### config.mk
export PLATFORM = sky130hd
export DESIGN_NAME = rbi_front
export DESIGN_NICKNAME = d
export VERILOG_FILES = /design/src/rtl/core/rbi_pkg.sv /design/src/rtl/core/rbi_front.sv
export SDC_FILE = /design/constraint.sdc
export NUM_CORES = 1
export LEC_CHECK = 0
export ABC_AREA = 0
export BUFFER_PORTS_ARGS = -buffer_cell sky130_fd_sc_hd__buf_2
export CORE_ASPECT_RATIO = 1.2
export CORE_MARGIN = 8
export CORE_UTILIZATION = 25
export CTS_CLUSTER_DIAMETER = 80
export DETAILED_ROUTE_END_ITERATION = 7
export MAX_ROUTING_LAYER = met4
export PLACE_DENSITY = 0.5
export REMOVE_ABC_BUFFERS = 1
export SKIP_LAST_GASP = 1
export SYNTH_ARGS = -nofsm -noshare
export SYNTH_HDL_FRONTEND = slang
export SYNTH_SLANG_ARGS = --single-unit
### constraint.sdc
create_clock -name clock -period 21.3 [get_ports clock]
set_input_delay 3.195 -clock clock [delete_from_list [all_inputs] [get_ports clock]]
set_output_delay 3.195 -clock clock [all_outputs]
set_load 0.005 [all_outputs]
### src/rtl/core/rbi_pkg.sv
// Shared types, widths and constants for the ray versus box intersection block.
package rbi_pkg;

   // Fixed-point format of every coordinate and of the distance.
   localparam int FRAC_BITS = 16;

   localparam int AXES = 3;
   // Width of one coordinate field.
   localparam int CW = 32;
   // Magnitude of a coordinate difference, which can reach 2^32 - 1.
   localparam int MW = CW + 1;
   // Dividend and quotient width of the distance division.
   localparam int NW = MW + FRAC_BITS;
   // Partial remainder width of the restoring divider.
   localparam int RW = MW + 1;
   // Signed candidate distance width.
   localparam int TW = NW + 1;
   // Split point of the distance for the two partial products.
   localparam int SPLIT = NW / 2;
   // Full product width of distance times direction magnitude.
   localparam int PW = NW + MW;
   // Products above 2^LIMIT_SHIFT put the point far off any box.
   localparam int LIMIT_SHIFT = FRAC_BITS + CW + 2;
   // Offset width kept after the product is scaled back.
   localparam int OW = CW + 4;
   // Width of the shifted coordinate that is compared against the box.
   localparam int CMPW = OW + 2;

   // Depth of the queue between front and back; a power of two.
   localparam int QUEUE_DEPTH = 2;
   localparam int QPTR_W = $clog2(QUEUE_DEPTH);

   // Axis codes.
   typedef enum logic [1:0] {
      AXIS_X = 2'd0,
      AXIS_Y = 2'd1,
      AXIS_Z = 2'd2
   } rbi_axis_type;

   // One classified item as the front hands it to the back.
   typedef struct packed {
      logic                         start_in;
      logic [AXES-1:0]              used;
      logic [AXES-1:0]              num_neg;
      logic [AXES-1:0]              d_neg;
      logic [AXES-1:0]              d_zero;
      logic [AXES-1:0][CW-1:0]      s;
      logic [AXES-1:0][CW-1:0]      lo;
      logic [AXES-1:0][CW-1:0]      hi;
      logic [AXES-1:0][MW-1:0]      num_mag;
      logic [AXES-1:0][MW-1:0]      d_mag;
   } rbi_item_type;

endpackage

### src/rtl/core/rbi_front.sv
// Front stage: takes a ray and a box, finds the entry planes and registers the classified item.
module rbi_front
   import rbi_pkg::*;
(
   input  logic                     clock,
   input  logic                     reset,
   input  logic                     req_valid,
   output logic                     req_ready,
   input  logic [AXES-1:0][CW-1:0]  start,
   input  logic [AXES-1:0][CW-1:0]  toward,
   input  logic [AXES-1:0][CW-1:0]  box_lo,
   input  logic [AXES-1:0][CW-1:0]  box_hi,
   output logic                     item_valid,
   input  logic                     item_ready,
   output rbi_item_type             item
);

   logic          valid_ff, valid_in;
   rbi_item_type  item_ff, item_in;
   logic          advance;

   logic [MW-1:0] d_diff   [AXES];
   logic [MW-1:0] num_diff [AXES];
   logic [CW-1:0] face     [AXES];
   logic          above    [AXES];
   logic          below    [AXES];

   // The stage moves when it is empty or its item goes into the queue.
   assign advance   = !valid_ff || item_ready;
   assign req_ready = advance;
   assign valid_in  = advance ? req_valid : valid_ff;

   // Direction, near face and distance to it on each axis.
   always_comb begin
      item_in = '0;
      for (int a = 0; a < AXES; a++) begin
         d_diff[a] = {toward[a][CW-1], toward[a]} - {start[a][CW-1], start[a]};
         above[a]  = $signed(start[a]) > $signed(box_hi[a]);
         below[a]  = $signed(start[a]) < $signed(box_lo[a]);
         face[a]   = above[a] ? box_hi[a] : box_lo[a];
         num_diff[a] = {face[a][CW-1], face[a]} - {start[a][CW-1], start[a]};

         item_in.used[a]    = above[a] || below[a];
         item_in.d_neg[a]   = d_diff[a][MW-1];
         item_in.d_zero[a]  = (d_diff[a] == '0);
         item_in.d_mag[a]   = d_diff[a][MW-1] ? (~d_diff[a] + MW'(1)) : d_diff[a];
         item_in.num_neg[a] = num_diff[a][MW-1];
         item_in.num_mag[a] = num_diff[a][MW-1] ? (~num_diff[a] + MW'(1)) : num_diff[a];
         item_in.s[a]       = start[a];
         item_in.lo[a]      = box_lo[a];
         item_in.hi[a]      = box_hi[a];
      end
      item_in.start_in = ~|item_in.used;
   end

   always_ff @(posedge clock) begin
      if (reset) begin
         valid_ff <= 1'b0;
      end else begin
         valid_ff <= valid_in;
      end
   end

   always_ff @(posedge clock) begin
      if (advance && req_valid) begin
         item_ff <= item_in;
      end
   end

   assign item_valid = valid_ff;
   assign item       = item_ff;

endmodule

Word-level counts from Yosys, hierarchy flattened
Index checks and enable logic that the tools add are counted.
{"block": "classes", "n_mux": 9, "n_bitwise": 6, "n_addsub": 12, "n_lt_le_gt_ge": 6, "n_reduce_logical": 11}
{"op": "32-bit two-way mux", "count": 9}
{"op": "33-bit by 1-bit adder with 33-bit output, second input constant", "count": 6}
{"op": "33-bit NOT", "count": 6}
{"op": "32-bit by 32-bit subtractor with 33-bit output", "count": 6}
{"op": "33-bit zero test", "count": 3}
{"op": "32-bit greater-than comparator", "count": 3}
{"op": "32-bit less-than comparator", "count": 3}
{"op": "1-bit logical OR", "count": 4}
{"op": "3-bit OR reduction", "count": 1}
{"op": "1-bit zero test", "count": 2}
{"op": "1-bit logical AND", "count": 1}
{"block": "word_totals", "in_bits": 388, "out_inout_bits": 501, "ff_bits": 500}

Longest topological paths before layout
Gate-level depths: netlist of run 1.
{"block": "logic_depth", "depth_word": 6, "mapped_depth": 27, "depth_no_buf": 25}

Worst setup path after synthesis of run 1
OpenSTA, ideal clock, no wires.
{"block": "synth_path", "path_kind": "in2reg", "from": "in item_ready", "to": "reg item_ff, in the netlist item[0], enable pin", "setup_time_ns": 0.930, "n_path_buf": 0, "slack_ns": 5.729, "stages": 2, "t_arrival_ns": 14.641, "required_time_ns": 20.370, "cell_sequence": "nand2b_1 > and2_1"}
{"block": "synth_via", "elab_chain_len": 2}
{"element": "start: declaration", "line_no": "rbi_front.sv:14", "text": "input logic item_ready,"}
{"element": "1-bit logical OR", "line_no": "rbi_front.sv:29", "text": "assign advance = !valid_ff || item_ready;"}
{"element": "1-bit logical AND", "line_no": "rbi_front.sv:65", "text": "if (advance && req_valid) begin"}
{"element": "end signal: assignment", "line_no": "rbi_front.sv:66", "text": "item_ff <= item_in;"}
{"element": "end: declaration", "line_no": "rbi_front.sv:19", "text": "rbi_item_type item_ff, item_in;"}
No other way between the ends.
A chain may end at the register's enable or synchronous reset.

Worst setup path after layout of run 1
{"block": "layout_path", "from": "in box_hi[31] (netlist bit)", "to": "reg item_ff, in the netlist item[131] (data pin)"}
{"block": "layout_via", "elab_chain_len": 5}
{"element": "start: declaration", "line_no": "rbi_front.sv:12", "text": "input logic [AXES-1:0][CW-1:0] box_hi,"}
{"element": "32-bit greater-than comparator", "line_no": "rbi_front.sv:38", "text": "above[a] = $signed(start[a]) > $signed(box_hi[a]);"}
{"element": "32-bit two-way mux *", "line_no": "rbi_front.sv:40", "text": "face[a] = above[a] ? box_hi[a] : box_lo[a];"}
{"element": "32-bit by 32-bit subtractor with 33-bit output *", "line_no": "rbi_front.sv:41", "text": "num_diff[a] = {face[a][CW-1], face[a]} - {start[a][CW-1], start[a]};"}
{"element": "33-bit NOT", "line_no": "rbi_front.sv:48", "text": "item_in.num_mag[a] = num_diff[a][MW-1] ? (~num_diff[a] + MW'(1)) : num_diff[a];"}
{"element": "33-bit by 1-bit adder with 33-bit output", "line_no": "rbi_front.sv:48"}
Every way passes the cells marked *; elsewhere a longest branch is shown, timed or not.

==> results of run 1 <==
## through the flow
step	util (%)	hold slack, ns
2_1_floorplan	-	0.522
6_report	31.2	0.516
5_1_grt	31.2	0.567
3_5_place_dp	29.7	0.512
3_3_place_gp	29.7	0.499
4_1_cts	31.2	0.523
## synth_stat cells (39+ instances only)
cell type and count:
inv_1 361, o21a_1 39, edfxtp_1 499, nand2_1 301
a31oi_1 45, nor2b_1 40, o21ai_0 258, nor2_1 241
mux2i_1 43, clkbuf_1 81, a21oi_1 285, xnor2_1 193
ha_1 390, nand4_1 86, nor3_1 60, xor2_1 122
a211oi_1 45, a21o_1 116, nand3_1 77
## layer usage
layer	global-route usage, %	vias to the layer above
li1	-	15850
met1	23.5	16041
met2	36.4	1223
met3	4.95	254
met4	8.33	0
met5	-	-
## registers in the layout, summed over array words and instances, names as in the netlist
name,count
item_valid,1
item,499
## worst register-to-register path, cell delays in order (launching register included)
cell	delay [ns]
dfxtp_1	0.31
nand2b_1	0.10
and2_4	0.60
buf_4	0.82
buf_4	0.95
## kinds of logic after synthesis
family / synth area share (%)
AO/OA/AOI/OAI: 18.1
XOR/XNOR: 7.65
adder cells (fa/ha/maj): 13.5
buffers and inverters: 4.91
flip-flops: 40.6
multiplexers: 1.26
AND/OR/NAND/NOR: 14.0
## layout make-up
| cell class | instances | area [sq um] |
|---|---|---|
| fillers | 15515 | 101000 |
| diodes | 25 | 62.6 |
| repair buffers | 906 | 4580 |
| inverters | 364 | 1370 |
| multi-input cells | 2835 | 20200 |
| well taps | 1950 | 2440 |
| clock inverters | 41 | 462 |
| flip-flops and latches | 500 | 15000 |
| clock buffers | 74 | 1720 |
## power breakdown
group	switching, mW	internal (mW)	leakage (nW)
registers	0.0602	1.29	4.84
clock network	0.485	0.664	1.04
logic	0.937	0.544	14.0
total	1.48	2.50	19.9
## how the worst max path moves through the flow
stage	startpoint	endpoint	slack (ns)	cells after the start
after floorplan	item_ready	item[0]	5.73	2
after global placement	box_hi[58]	item[159]	10.79	21
after global routing	box_hi[58]	item[159]	10.87	21
after CTS	box_hi[58]	item[159]	11.51	21
after detailed placement	box_hi[58]	item[161]	10.82	21
final	box_hi[31]	item[131]	11.50	23
==> summary.md, run 1 <==
| Metric | Value |
|---|---|
| Post-route ant nets | 0 |
| Global-route wire length before repair | 241000 microns |
| Slew Viols, Final | 0 |
| Met3 wire length | 11500 microns |
| Vias/cell | 4.98 |
| Routed WL per cell | 25.9 microns |
| DP Cell Count | 6555 |
| Fin cells | 6695 |
| Area growth syn-to-layout | 24.0% |
| Post-CTS setup buffers | 0 |
| Final hold vios | 0 |
| Nature of the critical path endpoint | flop |
| FMAX | 102 MHz |
| IO buf count | 888 |
| Crit path required time | 21.78 ns |
| Hold endpoint | item_valid |
| Io pins | 889 |
| Post-Route M1 WL | 68700 microns |
| Peak supply drop | 0.0000636 V |
| Cells after synthesis | 3806 |
| H-Tree Depth | 3 |
| CP max stage delay | 0.94 ns |
| Clk sinks | 500 |
| Share of cells above drive strength 1 | 22.6% |
| Crit path arrival time | 10.28 ns |
| FF-to-FF path depth | 4 |
| Flops & latches, synth | 500 |
| Pwr dens | 86.9 mW/mm^2 |
| Yosys cell types | 100 |
| Initial Util | 25.2% |
| Drt total wl | 173000 microns |
| Layout net count | 5457 |
| WHS Path Cells | 2 |
| Hpwl dp | 147000 microns |
| Placer congestion estimate | 0.943 |
| Clock slew at reported path FFs | 0.06 ns |
| Worst slew margin | 28.0% |
| Starting DRT DRC Count | 2286 |
| # hold bufs at CTS | 0 |
| Crit-path slowest cell | nor4_1 |
| Post-synthesis sequential area ratio | 40.6% |
| Tot GR Track Use | 21.1% |
| Warnings from Yosys | 0 |
| Die footprint | 0.161 sq mm |
| Largest net degree at the start of global routing | 79 |
| RSZ-0062 raised after global routing | false |
| Initial antenna violation count | 46 |
| Lkg Pwr | 19.9 nW |
| Final setup TNS | 0 ns |
| CP Max Fanout | 63 |
| Worst flop-to-flop path startpoint | item_valid |
| Hold crit path type | flop to flop |
| Async SR Flop Fraction | 0% |
| Hold Crit Start | item_valid |
| CTS max path bufs | 3 |
| CTS tree | built |
| Pre-CTS setup slack | 10.82 ns |
| Clock root cell | clkbuf_16 |
| Design area | 0.0458 sq mm |
| FP Rows | 154 |
| CP startpoint kind | primary input |
| Synthesized area | 0.0370 sq mm |
| Met2 wire length | 85900 microns |
| Critical path's top delay family | simple AND/OR/NAND/NOR gates |
| Drt drc | 0 |
| Top-area cell type share of the netlist area | 40.5% |
| FF-to-FF End | item[248] |
| Synth area leader | edfxtp_1 |
| Total global routing overflow | 0 |
| Die Span X | 367 microns |
| Most frequent cells in the layout | 888 x buf_2, 499 x edfxtp_1, 390 x ha_1 |
| Fin crit period | 9.80 ns |
| Number of max-cap violations | 0 |
| Most common cell after layout, fill and taps aside | buf_2 |
| DRT Pass-1 Iters | 5 |
| TritonCTS Buffers | 66 |
| Worst Path Buf+Inv | 4 |
| Clk_lat worst skew | 0.67 ns |
| Post-synth EDFFs | 499 |
| Endpoints failing setup | 0 |
| Skew final | 0.0301 ns |
| CP cell instances | buf_2 -> inv_1 -> ha_1 -> nand4_1 -> nor4_1 -> o21ai_0 -> a31o_2 -> nand3_2 -> buf_4 -> mux2i_1 -> ha_1 -> inv_1 -> fa_1 -> a211oi_1 -> nor4_1 -> nor2_1 -> a21oi_1 -> or3_1 -> a211oi_2 -> nand4b_1 -> nor4_2 -> nand2_1 -> nor4b_1 |
| Post_cts resized | 0 |
| Final Cycle Share | 46.0% |
| Avg Cell Area, Syn | 9.72 sq um |
| Die H | 437 microns |
| Crit path kind | primary input to flop |
| Post-route setup slack | 11.50 ns |
| Status | completed |
| Area contributors post-synth | edfxtp_1 41%, ha_1 13%, xnor2_1 4.6% |
| Top Layer Used | met4 |
| Core Area | 0.147 sq mm |
| Commonest register cell after synthesis | edfxtp_1 |
| Vias post-DR | 33.4k |
| Area of placed instances | 0.0436 sq mm |
| Power Total | 3.98 mW |
| Slew @ Worst Pin | 1.07 ns |
| Vias in the first global route | 33.4k |
| R2r setup slk | 18.03 ns |
Power figures use the tool's default switching activity.
==> run 2: changes to the inputs <==
==> constraint.sdc (replaced) <==
create_clock -name clock -period 9.3 [get_ports clock]
set_input_delay 1.395 -clock clock [delete_from_list [all_inputs] [get_ports clock]]
set_output_delay 1.395 -clock clock [all_outputs]
set_load 0.005 [all_outputs]
==> run 2 against run 1 <==
Against the previous run:
- die area stayed put
- critical path type unchanged
- critical endpoint unchanged
- clock skew is 0.023 ns higher
- largest cell class unchanged
- largest power group unchanged
- sequential cell count stayed put
==> summary.md, run 2 (synthesis gave the netlist of run 1 again) <==
| Metric | Value |
|---|---|
| Fin crit period | 8.80 ns |
| Vias/cell | 5.00 |
| Slew @ Worst Pin | 1.13 ns |
| Combinational share of power | 37.8% |
| Fin cells | 6689 |
| Tot GR Track Use | 20.6% |
| Internal Power | 5.66 mW |
| Top cell by count, worst path | nand4_1 |
| Hold Crit Start | item_valid |
| H-Tree Depth | 2 |
| Clock share of power | 27.7% |
| WHS Path Cells | 2 |
| Die footprint | 0.161 sq mm |
| TritonCTS Buffers | 57 |
| Post-CTS setup buffers | 0 |
| Clock root cell | clkbuf_16 |
| Most common cell after layout, fill and taps aside | buf_2 |
| Vias post-DR | 33.4k |
| Seq pwr share | 34.5% |
| Final Cycle Share | 94.6% |
| Post-route setup slack | 0.504 ns |
| Hold crit path type | flop to flop |
| Post-route ant nets | 0 |
| R2r setup slk | 6.36 ns |
| Hold endpoint | item_valid |
| Skew final | 0.0528 ns |
| Clk sinks | 500 |
| Total global routing overflow | 0 |
| Pre-CTS setup slack | 0.00226 ns |
| Core Area | 0.147 sq mm |
| Post_cts resized | 0 |
| Die H | 437 microns |
| Slew Viols, Final | 0 |
| CP Max Fanout | 33 |
| RSZ-0062 raised after global routing | false |
| Design area | 0.0458 sq mm |
| Worst slew margin | 23.9% |
| FMAX | 114 MHz |
| Routed WL per cell | 25.5 microns |
| Final hold vios | 0 |
| Drt drc | 0 |
| Placer congestion estimate | 0.956 |
| Starting DRT DRC Count | 2260 |
| Layout net count | 5454 |
| Worst Path Buf+Inv | 2 |
| Status | completed |
| Io pins | 889 |
| Nature of the critical path endpoint | flop |
| Initial Util | 25.2% |
| Peak supply drop | 0.000167 V |
| Power Total | 9.00 mW |
| Share of cells above drive strength 1 | 22.5% |
| Crit path arrival time | 9.24 ns |
| Worst flop-to-flop path startpoint | item_valid |
| Clock slew at reported path FFs | 0.07 ns |
| Drt total wl | 170000 microns |
| Global-route wire length before repair | 238000 microns |
| Crit path required time | 9.75 ns |
| Crit-path slowest cell | nor4_1 |
| CTS tree | built |
| Most frequent cells in the layout | 888 x buf_2, 499 x edfxtp_1, 390 x ha_1 |
| Hpwl dp | 145000 microns |
| Endpoints failing setup | 0 |
| FF-to-FF path depth | 4 |
| Largest net degree at the start of global routing | 143 |
| Vias in the first global route | 33.3k |
| Lkg Pwr | 19.8 nW |
| Area growth syn-to-layout | 23.8% |
| DP Cell Count | 6561 |
| CP startpoint kind | primary input |
| IO buf count | 888 |
| Total net switching power | 3.34 mW |
| FF-to-FF End | item[490] |
| Area of placed instances | 0.0437 sq mm |
| Crit path kind | primary input to flop |
| Number of max-cap violations | 0 |
| DRT Pass-1 Iters | 6 |
| Largest register FFs | 499 |
| Clk_lat worst skew | 0.70 ns |
| CP cell instances | buf_2 -> ha_1 -> nand4_1 -> nor4_1 -> o21ai_0 -> nand4_1 -> nand3_2 -> buf_4 -> o21ai_0 -> ha_1 -> nand4_1 -> or3_1 -> a211oi_1 -> o31a_1 -> o32ai_1 -> a211oi_2 -> nand4b_1 -> nor4_2 -> nand2_1 -> nor4b_1 |
| # hold bufs at CTS | 0 |
| CTS max path bufs | 3 |
| Initial antenna violation count | 43 |
| Pwr dens | 197 mW/mm^2 |
| Layout filler cell count | 15.6k |
| FP Rows | 154 |
| Switching part of the total power | 37.1% |
| Critical path's top delay family | simple AND/OR/NAND/NOR gates |
| Die Span X | 367 microns |
| CP max stage delay | 0.96 ns |
-- run 2: area by class of cell --
| cell class | count | area [sq um] | area share [%] |
|---|---|---|---|
| Clock buffer | 65 | 1460 | 3.18 |
| Tap cell | 1950 | 2440 | 5.33 |
| Inverter | 364 | 1370 | 2.99 |
| Clock inverter | 42 | 578 | 1.26 |
| Timing Repair Buffer | 912 | 4660 | 10.2 |
| Multi-Input combinational cell | 2835 | 20200 | 44.1 |
| Sequential cell | 500 | 15000 | 32.8 |
| Antenna cell | 21 | 52.6 | 0.115 |
-- run 2: how the worst max path moves through the flow --
| stage | from | end | slack (ns) | cells after the start |
|---|---|---|---|---|
| floorplan | item_ready | item[0] | -4.47 | 2 |
| global placement | box_hi[31] | item[131] | -0.13 | 21 |
| detailed placement | box_hi[31] | item[131] | 0.002 | 21 |
| CTS | box_hi[31] | item[131] | 0.75 | 21 |
| global route | box_hi[31] | item[131] | 0.09 | 21 |
| finish | start[31] | item[131] | 0.50 | 20 |
-- run 2: metal layers --
metal	global-route usage (%)	up-vias	wire (microns)
met5	-	-	0
met4	8.70	0	8290
met3	4.43	256	11600
met2	35.1	1229	82900
met1	23.4	16117	67500
li1	-	15836	-
-- run 2: per-stage QoR --
step / hold WS, ns / setup TNS [ns] / util (%)
2_1_floorplan: 0.522 / -2230.87 / -
3_3_place_gp: 0.499 / -0.128 / 29.7
3_5_place_dp: 0.518 / 0 / 29.7
4_1_cts: 0.530 / 0 / 31.1
5_1_grt: 0.563 / 0 / 31.2
6_report: 0.524 / 0 / 31.2
-- run 2: power by group through the flow --
| stage | clock [mW] | combinational [mW] | sequential [mW] |
|---|---|---|---|
| 2_1_floorplan | 0 | 2.01 | 3.18 |
| 3_3_place_gp | 0 | 3.40 | 3.16 |
| 3_5_place_dp | 0 | 3.41 | 3.15 |
| 4_1_cts | 2.57 | 3.43 | 3.11 |
| 5_1_grt | 2.63 | 3.72 | 3.13 |
| 6_report | 2.50 | 3.40 | 3.10 |
-- run 2: worst reg2reg max path, delay by kind of cell, from the launching register on --
family / cells / cell delay (ns)
buffers and inverters: 2 / 1.45
and+or+nand+nor: 2 / 0.80
DFF: 1 / 0.31
