**config.mk**
```make
export PLATFORM = sky130hd
export DESIGN_NAME = rbi_queue
export DESIGN_NICKNAME = d
export VERILOG_FILES = /design/src/rtl/core/rbi_pkg.sv /design/src/rtl/core/rbi_queue.sv
export SDC_FILE = /design/constraint.sdc
export NUM_CORES = 1
export LEC_CHECK = 0
export BUFFER_PORTS_ARGS = -buffer_cell sky130_fd_sc_hd__buf_2
export CAP_MARGIN = 20
export CORE_AREA = 5 5 384 386
export CTS_CLUSTER_DIAMETER = 150
export DETAILED_ROUTE_END_ITERATION = 10
export DIE_AREA = 0 0 389 391
export GPL_TIMING_DRIVEN = 0
export PLACE_DENSITY = 0.44
export SLEW_MARGIN = 20
export SYNTH_ARGS = -nofsm -noshare
export SYNTH_HDL_FRONTEND = slang
export SYNTH_SLANG_ARGS = --single-unit
```
**constraint.sdc**
```tcl
create_clock -name clock -period 16 [get_ports clock]
set_clock_uncertainty 0.2 [all_clocks]
set_input_delay 3.2 -clock clock [delete_from_list [all_inputs] [get_ports clock]]
set_output_delay 3.2 -clock clock [all_outputs]
set_load 0.05 [all_outputs]
```
**src/rtl/core/rbi_pkg.sv**
```systemverilog
// Shared types, widths and constants for the ray versus box intersection block.
package rbi_pkg;

   // Fixed-point format of every coordinate and of the distance.
   localparam int FRAC_BITS = 16;

   localparam int AXES = 3;
   // Width of one coordinate field.
   localparam int CW = 32;
   // Magnitude of a coordinate difference, which can reach 2^32 - 1.
   localparam int MW = CW + 1;
   // Dividend and quotient width of the distance division.
   localparam int NW = MW + FRAC_BITS;
   // Partial remainder width of the restoring divider.
   localparam int RW = MW + 1;
   // Signed candidate distance width.
   localparam int TW = NW + 1;
   // Split point of the distance for the two partial products.
   localparam int SPLIT = NW / 2;
   // Full product width of distance times direction magnitude.
   localparam int PW = NW + MW;
   // Products above 2^LIMIT_SHIFT put the point far off any box.
   localparam int LIMIT_SHIFT = FRAC_BITS + CW + 2;
   // Offset width kept after the product is scaled back.
   localparam int OW = CW + 4;
   // Width of the shifted coordinate that is compared against the box.
   localparam int CMPW = OW + 2;

   // Depth of the queue between front and back; a power of two.
   localparam int QUEUE_DEPTH = 2;
   localparam int QPTR_W = $clog2(QUEUE_DEPTH);

   // Axis codes.
   typedef enum logic [1:0] {
      AXIS_X = 2'd0,
      AXIS_Y = 2'd1,
      AXIS_Z = 2'd2
   } rbi_axis_type;

   // One classified item as the front hands it to the back.
   typedef struct packed {
      logic                         start_in;
      logic [AXES-1:0]              used;
      logic [AXES-1:0]              num_neg;
      logic [AXES-1:0]              d_neg;
      logic [AXES-1:0]              d_zero;
      logic [AXES-1:0][CW-1:0]      s;
      logic [AXES-1:0][CW-1:0]      lo;
      logic [AXES-1:0][CW-1:0]      hi;
      logic [AXES-1:0][MW-1:0]      num_mag;
      logic [AXES-1:0][MW-1:0]      d_mag;
   } rbi_item_type;

endpackage

```
**src/rtl/core/rbi_queue.sv**
```systemverilog
// Short queue that parts the front from the back.
module rbi_queue
   import rbi_pkg::*;
(
   input  logic          clock,
   input  logic          reset,
   input  logic          in_valid,
   output logic          in_ready,
   input  rbi_item_type  in_item,
   output logic          out_valid,
   input  logic          out_ready,
   output rbi_item_type  out_item
);

   rbi_item_type      mem_ff [QUEUE_DEPTH];
   logic [QPTR_W-1:0] wr_ptr_ff, wr_ptr_in;
   logic [QPTR_W-1:0] rd_ptr_ff, rd_ptr_in;
   logic [QPTR_W:0]   count_ff, count_in;
   logic              push, pop;

   assign in_ready  = (count_ff != (QPTR_W+1)'(QUEUE_DEPTH));
   assign out_valid = (count_ff != '0);
   assign out_item  = mem_ff[rd_ptr_ff];
   assign push      = in_valid && in_ready;
   assign pop       = out_valid && out_ready;

   // Pointer and fill count update.
   always_comb begin
      wr_ptr_in = push ? wr_ptr_ff + QPTR_W'(1) : wr_ptr_ff;
      rd_ptr_in = pop ? rd_ptr_ff + QPTR_W'(1) : rd_ptr_ff;
      count_in  = count_ff;
      if (push && !pop) begin
         count_in = count_ff + (QPTR_W+1)'(1);
      end else if (pop && !push) begin
         count_in = count_ff - (QPTR_W+1)'(1);
      end
   end

   always_ff @(posedge clock) begin
      if (reset) begin
         wr_ptr_ff <= '0;
         rd_ptr_ff <= '0;
         count_ff  <= '0;
      end else begin
         wr_ptr_ff <= wr_ptr_in;
         rd_ptr_ff <= rd_ptr_in;
         count_ff  <= count_in;
      end
   end

   always_ff @(posedge clock) begin
      if (push) begin
         mem_ff[wr_ptr_ff] <= in_item;
      end
   end

endmodule

```
---- After elaboration in Yosys (flattened, before gate mapping) ----
Memories as Yosys holds them, arrays and structs flattened. A register that Yosys moved wholly into a read port is not among the register bits.
Index checks and enable logic that the tools add are counted.
operators by class
  muxes and demuxes ....................... 6
  eq/ne operators ......................... 1
  reduce and logical (&&, ||, !) cells .... 8
  add/subtract/negate cells ............... 4
operators with widths
  cell                 number
  $logic_and 1x1->1    4
  $mux 1               4
  $mux 2               2
  $reduce_bool 2->1    2
  $add 1x1->1 const B  2
  $add 2x1->2 const B  1
  $logic_not 1->1      2
  $ne 2x2->1 const B   1
  $sub 2x1->2 const B  1
word-level totals
  RAM bits ................................ 998
  memories ................................ 1
  output and inout port bits .............. 501
  bits in registers ....................... 4
memory list
  name    depth  width  rd ports  clocked after memory_dff  wr ports  line             RTL
  mem_ff  2      499    1         1                         1         rbi_queue.sv:15  rbi_item_type mem_ff [QUEUE_DEPTH];

---- Longest topological paths before layout ----
Gate-level depths: netlist of the first run.
  word-level depth ........................ 6
  depth in mapped cells ................... 6

---- Worst setup path after synthesis of the first run ----
OpenSTA, ideal clock, no wires.
  path kind ............................... input to register
  start point ............................. input port in_valid
  end point ............................... memory mem_ff[1][0] (netlist name), enable pin
  stages .................................. 1
  arrival ................................. 14.557 ns
  setup slack ............................. 0.312 ns
  data required time ...................... 14.868 ns
  path through ............................ and3_1
on the way
  word-level cells in the longest chain between the ends .. 3
RTL lines
  item                          line             RTL
  start, declared               rbi_queue.sv:7   input logic in_valid,
  $logic_and 1x1->1             rbi_queue.sv:24  assign push = in_valid && in_ready;
  $mux 1                        rbi_queue.sv:52  if (push) begin
  $mux 1 (not written as such)  rbi_queue.sv:53  mem_ff[wr_ptr_ff] <= in_item;
  end, declared                 rbi_queue.sv:15
Every way passes these cells.

==> reports/results.ini, run 1 <==
[global_routing]
grt_pass1_wl_microns=146300
via_count_of_the_first_global_routing_pass=20949
grt_overflow=0
grt_antenna_before_repair=72
grt_start_max_net_pins=97
grtUsageTotal_pct=13.24

[pwr]
power.leakage_uw=0.01803
power.total_uw=8969
p_int_uw=5544
power.ir.vdd_worst_v=0.0001069
power_frac_clock_pct=26.4
sw_frac_of_total_pct=38.19
power.density_nw_per_um2=185.5
flop_pwr_share_pct=37.3
p_comb_share_pct=36.3
switching_component_of_the_power_uw=3425

[routing]
drc_errors=0
dr.first_iter.drc_count=630
viasPerCell=4.070
detail_route.wirelength_microns=106100
routed-via-count=19260
drtPass1Iterations=4
number_of_nets_with_antenna_violations_after_routing=0
avgRoutedWirePerCell_microns=22.42

[floorplanning]
placeable_core_region_sq_um=143100
fp.dieW_microns=389
floorplan.die.height_microns=391
rows=139
io_pins=1004
die-area_sq_um=152100
initial_core_util_pct=25.88

[placement]
placedInstanceArea_sq_um=44870
placed_cells_incl_taps=4499
detailed_placer_s_ending_hpwl_microns=80720
io_buffer_count=1003
globalplace.congestion=0.7693

[critical_path]
critPathArrivalTime_ps=2740
path_delay_family=buffers and inverters
worst_path_most_repeated_cell=sky130_fd_sc_hd__buf_2
critical_path.slowest_cell=sky130_fd_sc_hd__buf_2
path_max_fanout=10
critPathCaptureType=output port
timing.critical_path.cells=buf_2, buf_6, buf_2, mux2_2, buf_2
cp.buffers_inverters=4
path_class=flop to output port
worst-endpoint-required_ps=12600
cp.depth=5
critPathLaunchType=flop
worst_r2r_path_depth=6
critical-path-max-stage-delay_ps=530

[synth]
synthesis.instances=1577
synth_nets=2081
yosysWarnings=0
synth-seq-area-share_pct=81.18
synth_seq_cells=1003
unique_cell_type_count_in_the_yosys_netlist=21
syn_area_per_cell_sq_um=23.49
syn_area_sq_um=37040

[cells_and_area]
layout-drive-gt1-share_pct=61.56
area_delta_synth_final_pct=30.52
post_layout_nonfiller_instances=4732
layout.cells.most_common_list=sky130_fd_sc_hd__buf_2 (1015), sky130_fd_sc_hd__edfxtp_1 (998), sky130_fd_sc_hd__mux2_2 (299)
final_design_area_no_fill_sq_um=48350
final_nets=3213
most_frequent_standard_cell_in_the_layout_excluding_fill_and_tap_cells=sky130_fd_sc_hd__buf_2

[clocking]
clock_path_buffers=3
ctsResizeCount=0
tritoncts=yes
clock_sink_count=1003
cts_root_buffer=sky130_fd_sc_hd__clkbuf_16
clkLatencyLatePin_ps=680
clkSlewWorstSetupHoldPaths_ps=60
ctsHtreeMaxLevel=3
total_of_hold_buffers_inserted_after_clock_tree_synthesis=0
cts_buffers=111
post_cts_buffers=0

[hold_path]
whs_path_cells=2
holdCritPathClass=flop to flop

[timing]
max_slew.worst_pin.slew_ps=681.4
timing.final.crit_share_pct=38.40
whs_ps=315.1
report.final.setup_viol=0
grt_setup_unrepaired=false
maxSlewViolCount=0
final_hold_viol_count=0
slew_headroom_pct=54.58
max_freq_mhz=162.8
tns_ps=0
min_period_ps=6144

[flow_run]
reported_max_cap_violation_count=0

[outcome]
run_status=finished clean

## flip-flops by register name (all words and copies together), names as in the netlist, named ones only
name,count
rd_ptr_ff,1
mem_ff,998
wr_ptr_ff,1
count_ff,2
## power groups by stage
stage / Combinational [uW] / Clock, uW / Sequential, uW
5_1_grt: 3390 / 2570 / 3370
2_1_floorplan: 2430 / 0 / 3580
3_3_place_gp: 3260 / 0 / 3710
4_1_cts: 3330 / 2460 / 3350
3_5_place_dp: 3320 / 0 / 3400
6_report: 3260 / 2370 / 3350
## Yosys cell counts
| cell | n | share of area [%] |
|---|---|---|
| sky130_fd_sc_hd__a21bo_2 | 1 | 0.027 |
| sky130_fd_sc_hd__a21oi_1 | 2 | 0.027 |
| sky130_fd_sc_hd__and2_1 | 1 | 0.017 |
| sky130_fd_sc_hd__and3_1 | 1 | 0.017 |
| sky130_fd_sc_hd__buf_2 | 12 | 0.16 |
| sky130_fd_sc_hd__buf_4 | 21 | 0.43 |
| sky130_fd_sc_hd__buf_6 | 22 | 0.67 |
| sky130_fd_sc_hd__buf_8 | 1 | 0.041 |
| sky130_fd_sc_hd__dfxtp_1 | 5 | 0.27 |
| sky130_fd_sc_hd__edfxtp_1 | 998 | 81 |
| sky130_fd_sc_hd__ha_1 | 1 | 0.034 |
| sky130_fd_sc_hd__inv_1 | 1 | 0.010 |
| sky130_fd_sc_hd__mux2_2 | 299 | 9.1 |
| sky130_fd_sc_hd__mux2_4 | 200 | 8.1 |
| sky130_fd_sc_hd__nand2b_1 | 1 | 0.017 |
| sky130_fd_sc_hd__nand3b_1 | 1 | 0.020 |
| sky130_fd_sc_hd__nor2_1 | 3 | 0.030 |
| sky130_fd_sc_hd__o21ai_0 | 2 | 0.027 |
| sky130_fd_sc_hd__or2_2 | 1 | 0.017 |
| sky130_fd_sc_hd__or3_1 | 1 | 0.017 |
| sky130_fd_sc_hd__xor2_1 | 3 | 0.071 |
## area by class of cell
cell class	instances	area, sq um
antenna	30	75.07
buffer	56	480.5
clock buffer	141	2933
clock inverter	62	466.7
fill	13775	94790
inverter	1	11.26
multi-input combinational	517	6494
sequential	1003	30070
tap	1903	2381
timing repair buffer	1019	5438
## cell families (layout without fill, tap and decap cells)
group	after synthesis	count (layout)	share of synthesized area, %
other	0	30	0
and+or+nand+nor	9	9	0.1352
buffers and inverters	57	1279	1.307
adders and majority gates	1	1	0.03377
DFF	1003	1003	81.18
xor gates and xnor gates	3	3	0.07095
AOI/OAI and AO/OA	5	5	0.08107
muxes	499	499	17.20
## worst reg2reg max path, delay by kind of cell (launching register included)
kind                   cells  cell delay (ps)
flip-flops                 1              410
buffers and inverters      4             1350
AND/OR/NAND/NOR            2              800
## through the flow
stage	util, %	setup slack [ps]
CTS	33.73	9687
global route	33.74	9701
floorplan	-	311.6
detailed placement	31.35	10210
finish	33.78	9856
global placement	31.05	-6500
## final timing paths
path / start / endpoint / slack [ps]
worst max-delay path: flop / out_item[18] / 9860
worst min-delay path: rd_ptr_ff / flop / 320
worst max register to register: count_ff[0] / mem_ff[1][373] / 12900
worst min register to register: rd_ptr_ff / flop / 320
## per-layer routing
metal | vias to the layer above | wire [microns] | global-route usage, %
li1 | 8655 | - | -
met4 | 50 | 2918 | 4.181
met1 | 9590 | 36830 | 13.55
met3 | 216 | 10590 | 5.979
met5 | - | 316 | 0
met2 | 749 | 55420 | 24.13
No activity file was read; power rests on OpenSTA's default activity.
==> run 2, diff against run 1 <==
Settings changed: CORE_AREA 5 5 384 386 to 5 5 387 389, DIE_AREA 0 0 389 391 to 0 0 392 394, PLACE_DENSITY 0.44 to 0.42.
Clock period 16 ns to 5.7 ns, I/O delays scaled along.
==> run 2 against run 1 <==
Against the previous run: non-clock buffer count grew 13; die area increased by 1.5%; routed wire length is 1.7% lower; hold slack worse by 8.3 ps; sequential power rose to 2.8 times the previous value; total power rose to 2.8 times the previous value; clock-buffer cell count up 3; sequential share of layout area is 0.30 points lower; cell count increased by 0.70%; setup slack lost 8100 ps; clock power rose to 2.8 times the previous value.
==> reports/results.ini, run 2 (same netlist as run 1, synthesis figures left out) <==
[outcome]
run_status=finished clean  ; unchanged

[routing]
viasPerCell=4.041  ; was 4.070
dr.first_iter.drc_count=769  ; was 630
number_of_nets_with_antenna_violations_after_routing=0  ; unchanged
detail_route.wirelength_microns=104300  ; was 106100 microns
drc_errors=0  ; unchanged
drtPass1Iterations=4  ; unchanged
routed-via-count=19255  ; was 19260
avgRoutedWirePerCell_microns=21.88  ; was 22.42 microns

[pwr]
p_comb_share_pct=36.7  ; was 36.3%
p_int_uw=15620  ; was 5544 uW
sw_frac_of_total_pct=37.85  ; was 38.19%
power.ir.vdd_worst_v=0.0002874  ; was 0.0001069 V
power.leakage_uw=0.01809  ; was 0.01803 uW
flop_pwr_share_pct=37.3  ; about the same
power.density_nw_per_um2=517.4  ; was 185.5 nW/um^2
power_frac_clock_pct=26.0  ; was 26.4%
power.total_uw=25140  ; was 8969 uW
switching_component_of_the_power_uw=9514  ; was 3425 uW

[global_routing]
grt_start_max_net_pins=53  ; was 97
grtUsageTotal_pct=12.91  ; was 13.24%
grt_antenna_before_repair=71  ; was 72
via_count_of_the_first_global_routing_pass=20990  ; was 20949
grt_overflow=0  ; unchanged
grt_pass1_wl_microns=143900  ; was 146300 microns

[timing]
grt_setup_unrepaired=false  ; unchanged
timing.final.crit_share_pct=68.62
min_period_ps=3912
maxSlewViolCount=0  ; unchanged
max_slew.worst_pin.slew_ps=702.8  ; was 681.4 ps
report.final.setup_viol=0  ; unchanged
slew_headroom_pct=53.15  ; was 54.58%
final_hold_viol_count=0  ; unchanged
max_freq_mhz=255.7

[cells_and_area]
layout-drive-gt1-share_pct=61.48  ; was 61.56%
largest_registers=mem_ff x998, count_ff x2  ; unchanged
post_layout_nonfiller_instances=4765  ; was 4732
final_nets=3224  ; was 3213
reg_with_most_ffs=mem_ff  ; unchanged
largest_reg_flops=998  ; unchanged
area_delta_synth_final_pct=31.16  ; was 30.52%
most_frequent_standard_cell_in_the_layout_excluding_fill_and_tap_cells=sky130_fd_sc_hd__buf_2  ; unchanged
layout.cells.most_common_list=sky130_fd_sc_hd__buf_2 (1015), sky130_fd_sc_hd__edfxtp_1 (998), sky130_fd_sc_hd__mux2_2 (299)  ; unchanged

[floorplanning]
initial_core_util_pct=25.30  ; was 25.88%
die-area_sq_um=154400  ; was 152100 sq um
fp.dieW_microns=392  ; was 389 microns
placeable_core_region_sq_um=146400  ; was 143100 sq um
rows=141  ; was 139
floorplan.die.height_microns=394  ; was 391 microns
io_pins=1004  ; unchanged

[clocking]
ctsHtreeMaxLevel=3  ; unchanged
tritoncts=yes  ; unchanged
clkLatencyLatePin_ps=700  ; was 680 ps
total_of_hold_buffers_inserted_after_clock_tree_synthesis=0  ; unchanged
clkSlewWorstSetupHoldPaths_ps=60  ; about the same
ctsResizeCount=0  ; unchanged
clock_path_buffers=3  ; unchanged
clock_sink_count=1003  ; unchanged
cts_buffers=109  ; was 111
post_cts_buffers=0  ; unchanged
cts_root_buffer=sky130_fd_sc_hd__clkbuf_16  ; unchanged

[placement]
detailed_placer_s_ending_hpwl_microns=80180  ; was 80720 microns
globalplace.congestion=0.7949  ; was 0.7693
io_buffer_count=1003  ; unchanged
placed_cells_incl_taps=4539  ; was 4499

[critical_path]
worstSetupEndpoint=out_item[22]  ; was out_item[18]
path_max_fanout=10  ; unchanged
ff2ff_setup_slack_ps=2120  ; was 12900 ps
worstReg2RegStart=count_ff[0]  ; unchanged
worst-endpoint-required_ps=4360  ; was 12600 ps
worst_r2r_path_depth=10  ; was 6
critPathArrivalTime_ps=2570  ; was 2740 ps
critPathCaptureType=output port  ; unchanged
rr_endpoint=mem_ff[0][22]  ; was mem_ff[1][373]
critPathLaunchType=flop  ; unchanged
path_class=flop to output port  ; unchanged

[flow_run]
reported_max_cap_violation_count=0  ; unchanged

[hold_path]
whs_path_cells=2  ; unchanged
holdCritPathClass=flop to flop  ; unchanged

-- run 2: changes by cell type in the layout (fill, tap and decap cells not counted), sizes merged --
| cell | delta |
|---|---|
| buf | +13 |
| bufinv | +1 |
| clkbuf | +3 |
| clkinv | -11 |
| diode | +4 |
| inv | -4 |
-- run 2: layout make-up --
class	count	area, sq um
Tap cell	1930	2415
Fill cell	14190	97840
Clock buffer	144	2902
Buffer	56	480.5
Sequential cell	1003	30070
Antenna cell	34	85.08
Multi-Input combinational cell	517	6494
Timing Repair Buffer	1032	5728
Clock inverter	48	405.4
Inverter	1	7.507
-- run 2: worst min-delay path by stage --
stage / start / end / slack, ps
after floorplan: count_ff[1] / count_ff[1] / 270
after global placement: rd_ptr_ff / rd_ptr_ff / 290
after detailed placement: rd_ptr_ff / rd_ptr_ff / 300
after CTS: count_ff[1] / count_ff[1] / 320
after global routing: in_item[98] / mem_ff[1][98] / 350
final: rd_ptr_ff / flop / 310
-- run 2: critical path, stage by stage (launching register included) --
cell and delay [ps]:
sky130_fd_sc_hd__dfxtp_1 310, sky130_fd_sc_hd__buf_2 150, sky130_fd_sc_hd__buf_6 230, sky130_fd_sc_hd__buf_2 490, sky130_fd_sc_hd__mux2_2 440, sky130_fd_sc_hd__buf_2 220
-- run 2: through the flow --
| stage | setup WS, ps | util, % | TNS [ps] | hold WS [ps] | area (sq um) |
|---|---|---|---|---|---|
| after global placement | -8502 | 30.38 | -6992320 | 290.1 | 44480 |
| after floorplan | -3681 | - | -2879260 | 270.5 | 37050 |
| final | 1788 | 33.18 | 0 | 306.8 | 48590 |
| after global routing | 1591 | 33.14 | 0 | 350.2 | 48530 |
| after detailed placement | 1401 | 30.86 | 0 | 295.7 | 45190 |
| after CTS | 1557 | 33.12 | 0 | 316.0 | 48500 |
-- run 2: power by group through the flow --
stage / Clock, uW / Combinational [uW] / Sequential [uW]
after floorplan: 0 / 6820 / 9820
after global placement: 0 / 9100 / 10100
after detailed placement: 0 / 9370 / 9550
after CTS: 6810 / 9390 / 9400
after global routing: 7120 / 9620 / 9450
final: 6540 / 9210 / 9380
-- run 2: layer usage --
layer / wire length, microns / global-route usage, % / share of wire, % / vias to the layer above
li1: - / - / - / 8679
met1: 34640 / 12.46 / 33 / 9537
met2: 54210 / 23.45 / 52 / 760
met3: 11950 / 6.488 / 11 / 221
met4: 3069 / 4.753 / 2.9 / 58
met5: 393 / 0 / 0.38 / -
==> run 3, diff against run 2 <==
Clock period 5.7 ns to 4 ns, I/O delays scaled along.
==> run 3 against run 2 <==
Against the previous run: total power increased by 48%; hold slack got worse by 210 ps; register-to-register slack got worse by 1300 ps; sequential power increased by 43%; sequential cell count unchanged; critical path type unchanged; largest cell class unchanged.
==> reports/results.ini, run 3 (same netlist as run 1, synthesis figures left out) <==
[outcome]
run_status=finished clean  ; unchanged

[routing]
number_of_nets_with_antenna_violations_after_routing=0  ; unchanged
drtPass1Iterations=4  ; unchanged
drc_errors=0  ; unchanged
top_layer_used=met5  ; unchanged
dr.first_iter.drc_count=771  ; was 769
met1Wirelength_microns=39610  ; was 34640 microns
viasPerCell=4.042  ; was 4.041
routed-via-count=20567  ; was 19255
detail_route.wirelength_microns=110000  ; was 104300 microns
avgRoutedWirePerCell_microns=21.63  ; was 21.88 microns
detailroute.wirelength.met3_microns=11750  ; was 11950 microns
met2_length_microns=54900  ; was 54210 microns

[placement]
placedInstanceArea_sq_um=45190  ; about the same
placed_cells_incl_taps=4540  ; was 4539
placement.setup.worst_slack_ps=426.1  ; was 1401 ps
globalplace.congestion=0.7901  ; was 0.7949
detailed_placer_s_ending_hpwl_microns=83780  ; was 80180 microns
io_buffer_count=1003  ; unchanged

[floorplanning]
placeable_core_region_sq_um=146400  ; unchanged
die-area_sq_um=154400  ; unchanged
rows=141  ; unchanged
initial_core_util_pct=25.30  ; unchanged
floorplan.die.height_microns=394  ; unchanged
fp.dieW_microns=392  ; unchanged
io_pins=1004  ; unchanged

[timing]
timing.final.crit_share_pct=89.11
max_freq_mhz=280.5
max_slew.worst_pin.slew_ps=531.7  ; was 702.8 ps
slew_headroom_pct=64.48  ; was 53.15%
report.final.setup_viol=0  ; unchanged
min_period_ps=3565
final_hold_viol_count=0  ; unchanged
fin_ws_ps=435.4  ; was 1788 ps
maxSlewViolCount=0  ; unchanged
grt_setup_unrepaired=false  ; unchanged

[cells_and_area]
multi_input_comb_area_sq_um=6496  ; was 6494 sq um
largest_reg_flops=998  ; unchanged
filler_cell_count_in_the_final_layout=14018  ; was 14190
final_design_area_no_fill_sq_um=52130  ; was 48590 sq um
layout.cells.most_common_list=sky130_fd_sc_hd__buf_2 (1015), sky130_fd_sc_hd__edfxtp_1 (998), sky130_fd_sc_hd__dlygate4sd3_1 (313)  ; was sky130_fd_sc_hd__buf_2 (1015), sky130_fd_sc_hd__edfxtp_1 (998), sky130_fd_sc_hd__mux2_2 (299)
post-route-util_pct=35.60  ; was 33.18%
final-seq-area_sq_um=30070  ; unchanged
most_frequent_standard_cell_in_the_layout_excluding_fill_and_tap_cells=sky130_fd_sc_hd__buf_2  ; unchanged
area_delta_synth_final_pct=40.73  ; was 31.16%
post_layout_nonfiller_instances=5088  ; was 4765
largest_registers=mem_ff x998, count_ff x2  ; unchanged
reg_with_most_ffs=mem_ff  ; unchanged
final_nets=3541  ; was 3224
layout-drive-gt1-share_pct=55.74  ; was 61.48%

[critical_path]
path_class=flop to output port  ; unchanged
critPathLaunchType=flop  ; unchanged
critPathArrivalTime_ps=2560  ; was 2570 ps
worst-endpoint-required_ps=3000  ; was 4360 ps
ff2ff_setup_slack_ps=810  ; was 2120 ps
rr_endpoint=mem_ff[0][403]  ; was mem_ff[0][22]
critPathCaptureType=output port  ; unchanged
path_max_fanout=10  ; unchanged
worst_r2r_path_depth=9  ; was 10
worstReg2RegStart=count_ff[0]  ; unchanged

[clocking]
clkLatencyLatePin_ps=700  ; about the same
post_cts_buffers=0  ; unchanged
clock_path_buffers=3  ; unchanged
cts_root_buffer=sky130_fd_sc_hd__clkbuf_16  ; unchanged
tritoncts=yes  ; unchanged
clkSlewWorstSetupHoldPaths_ps=60  ; about the same
ctsHtreeMaxLevel=3  ; unchanged
clock_sink_count=1003  ; unchanged
ctsResizeCount=0  ; unchanged
total_of_hold_buffers_inserted_after_clock_tree_synthesis=313  ; was 0
cts_buffers=112  ; was 109

[flow_run]
reported_max_cap_violation_count=0  ; unchanged

[pwr]
power.ir.vdd_worst_v=0.0004037  ; was 0.0002874 V
sw_frac_of_total_pct=37.36  ; was 37.85%
switching_component_of_the_power_uw=13890  ; was 9514 uW
p_int_uw=23290  ; was 15620 uW
p_comb_share_pct=36.2  ; was 36.7%
flop_pwr_share_pct=36.0  ; was 37.3%
power.leakage_uw=0.01962  ; was 0.01809 uW
power.total_uw=37170  ; was 25140 uW
power.density_nw_per_um2=713.1  ; was 517.4 nW/um^2
power_frac_clock_pct=27.8  ; was 26.0%

[hold_path]
hold_crit_start=in_item[1]  ; was rd_ptr_ff
holdCritPathClass=input port to flop  ; was flop to flop
min_delay_worst_endpoint=mem_ff[1][1]
whs_path_cells=1  ; was 2

[global_routing]
grt_start_max_net_pins=53  ; unchanged
via_count_of_the_first_global_routing_pass=22612  ; was 20990
grt_antenna_before_repair=63  ; was 71
grtUsageTotal_pct=13.66  ; was 12.91%
grt_pass1_wl_microns=153500  ; was 143900 microns
grt_overflow=0  ; unchanged

-- run 3: layer usage --
metal / up-vias / track usage [%]
met1: 10208 / 14.33
met3: 223 / 6.383
met2: 780 / 24.01
met5: - / 0
met4: 46 / 4.721
li1: 9310 / -
-- run 3: layout make-up --
type                    instances  share of cell area (%)
well taps                    1930                   4.633
plain buffers                  56                  0.9217
multi-input cells             517                   12.46
flip-flops and latches       1003                   57.68
diodes                         24                  0.1152
inverters                       1                 0.01440
repair buffers               1346                   16.98
clock buffers                 145                   5.715
clock inverters                66                   1.476
-- run 3: per-stage QoR --
| stage | hold slack [ps] | setup TNS, ps |
|---|---|---|
| 2_1_floorplan | 272.5 | -4229530 |
| 3_3_place_gp | 286.2 | -8612430 |
| 3_5_place_dp | 309.7 | 0 |
| 4_1_cts | 0.2780 | 0 |
| 5_1_grt | 28.40 | 0 |
| 6_report | 99.13 | 0 |
-- run 3: power groups by stage --
stage | Clock (uW) | Sequential [uW] | Combinational, uW
floorplan | 0 | 14000 | 9720
global placement | 0 | 14000 | 12300
detailed placement | 0 | 13600 | 13500
CTS | 10700 | 13400 | 13800
global route | 11200 | 13500 | 14100
finish | 10300 | 13400 | 13500
-- run 3: how the worst max path moves through the flow --
| stage | endpoint | slack, ps | depth (start not counted) |
|---|---|---|---|
| 2_1_floorplan | mem_ff[0][0] | -5020 | 2 |
| 3_3_place_gp | mem_ff[0][370] | -10150 | 3 |
| 3_5_place_dp | mem_ff[0][264] | 430 | 9 |
| 4_1_cts | out_item[265] | 220 | 5 |
| 5_1_grt | out_item[265] | 270 | 5 |
| 6_report | out_item[265] | 440 | 5 |
-- run 3: worst max-delay path, cell delays in order (launching register included) --
cell and delay [ps]:
sky130_fd_sc_hd__dfxtp_1 310, sky130_fd_sc_hd__buf_2 160, sky130_fd_sc_hd__buf_2 410, sky130_fd_sc_hd__buf_4 360, sky130_fd_sc_hd__mux2_2 380, sky130_fd_sc_hd__buf_2 230
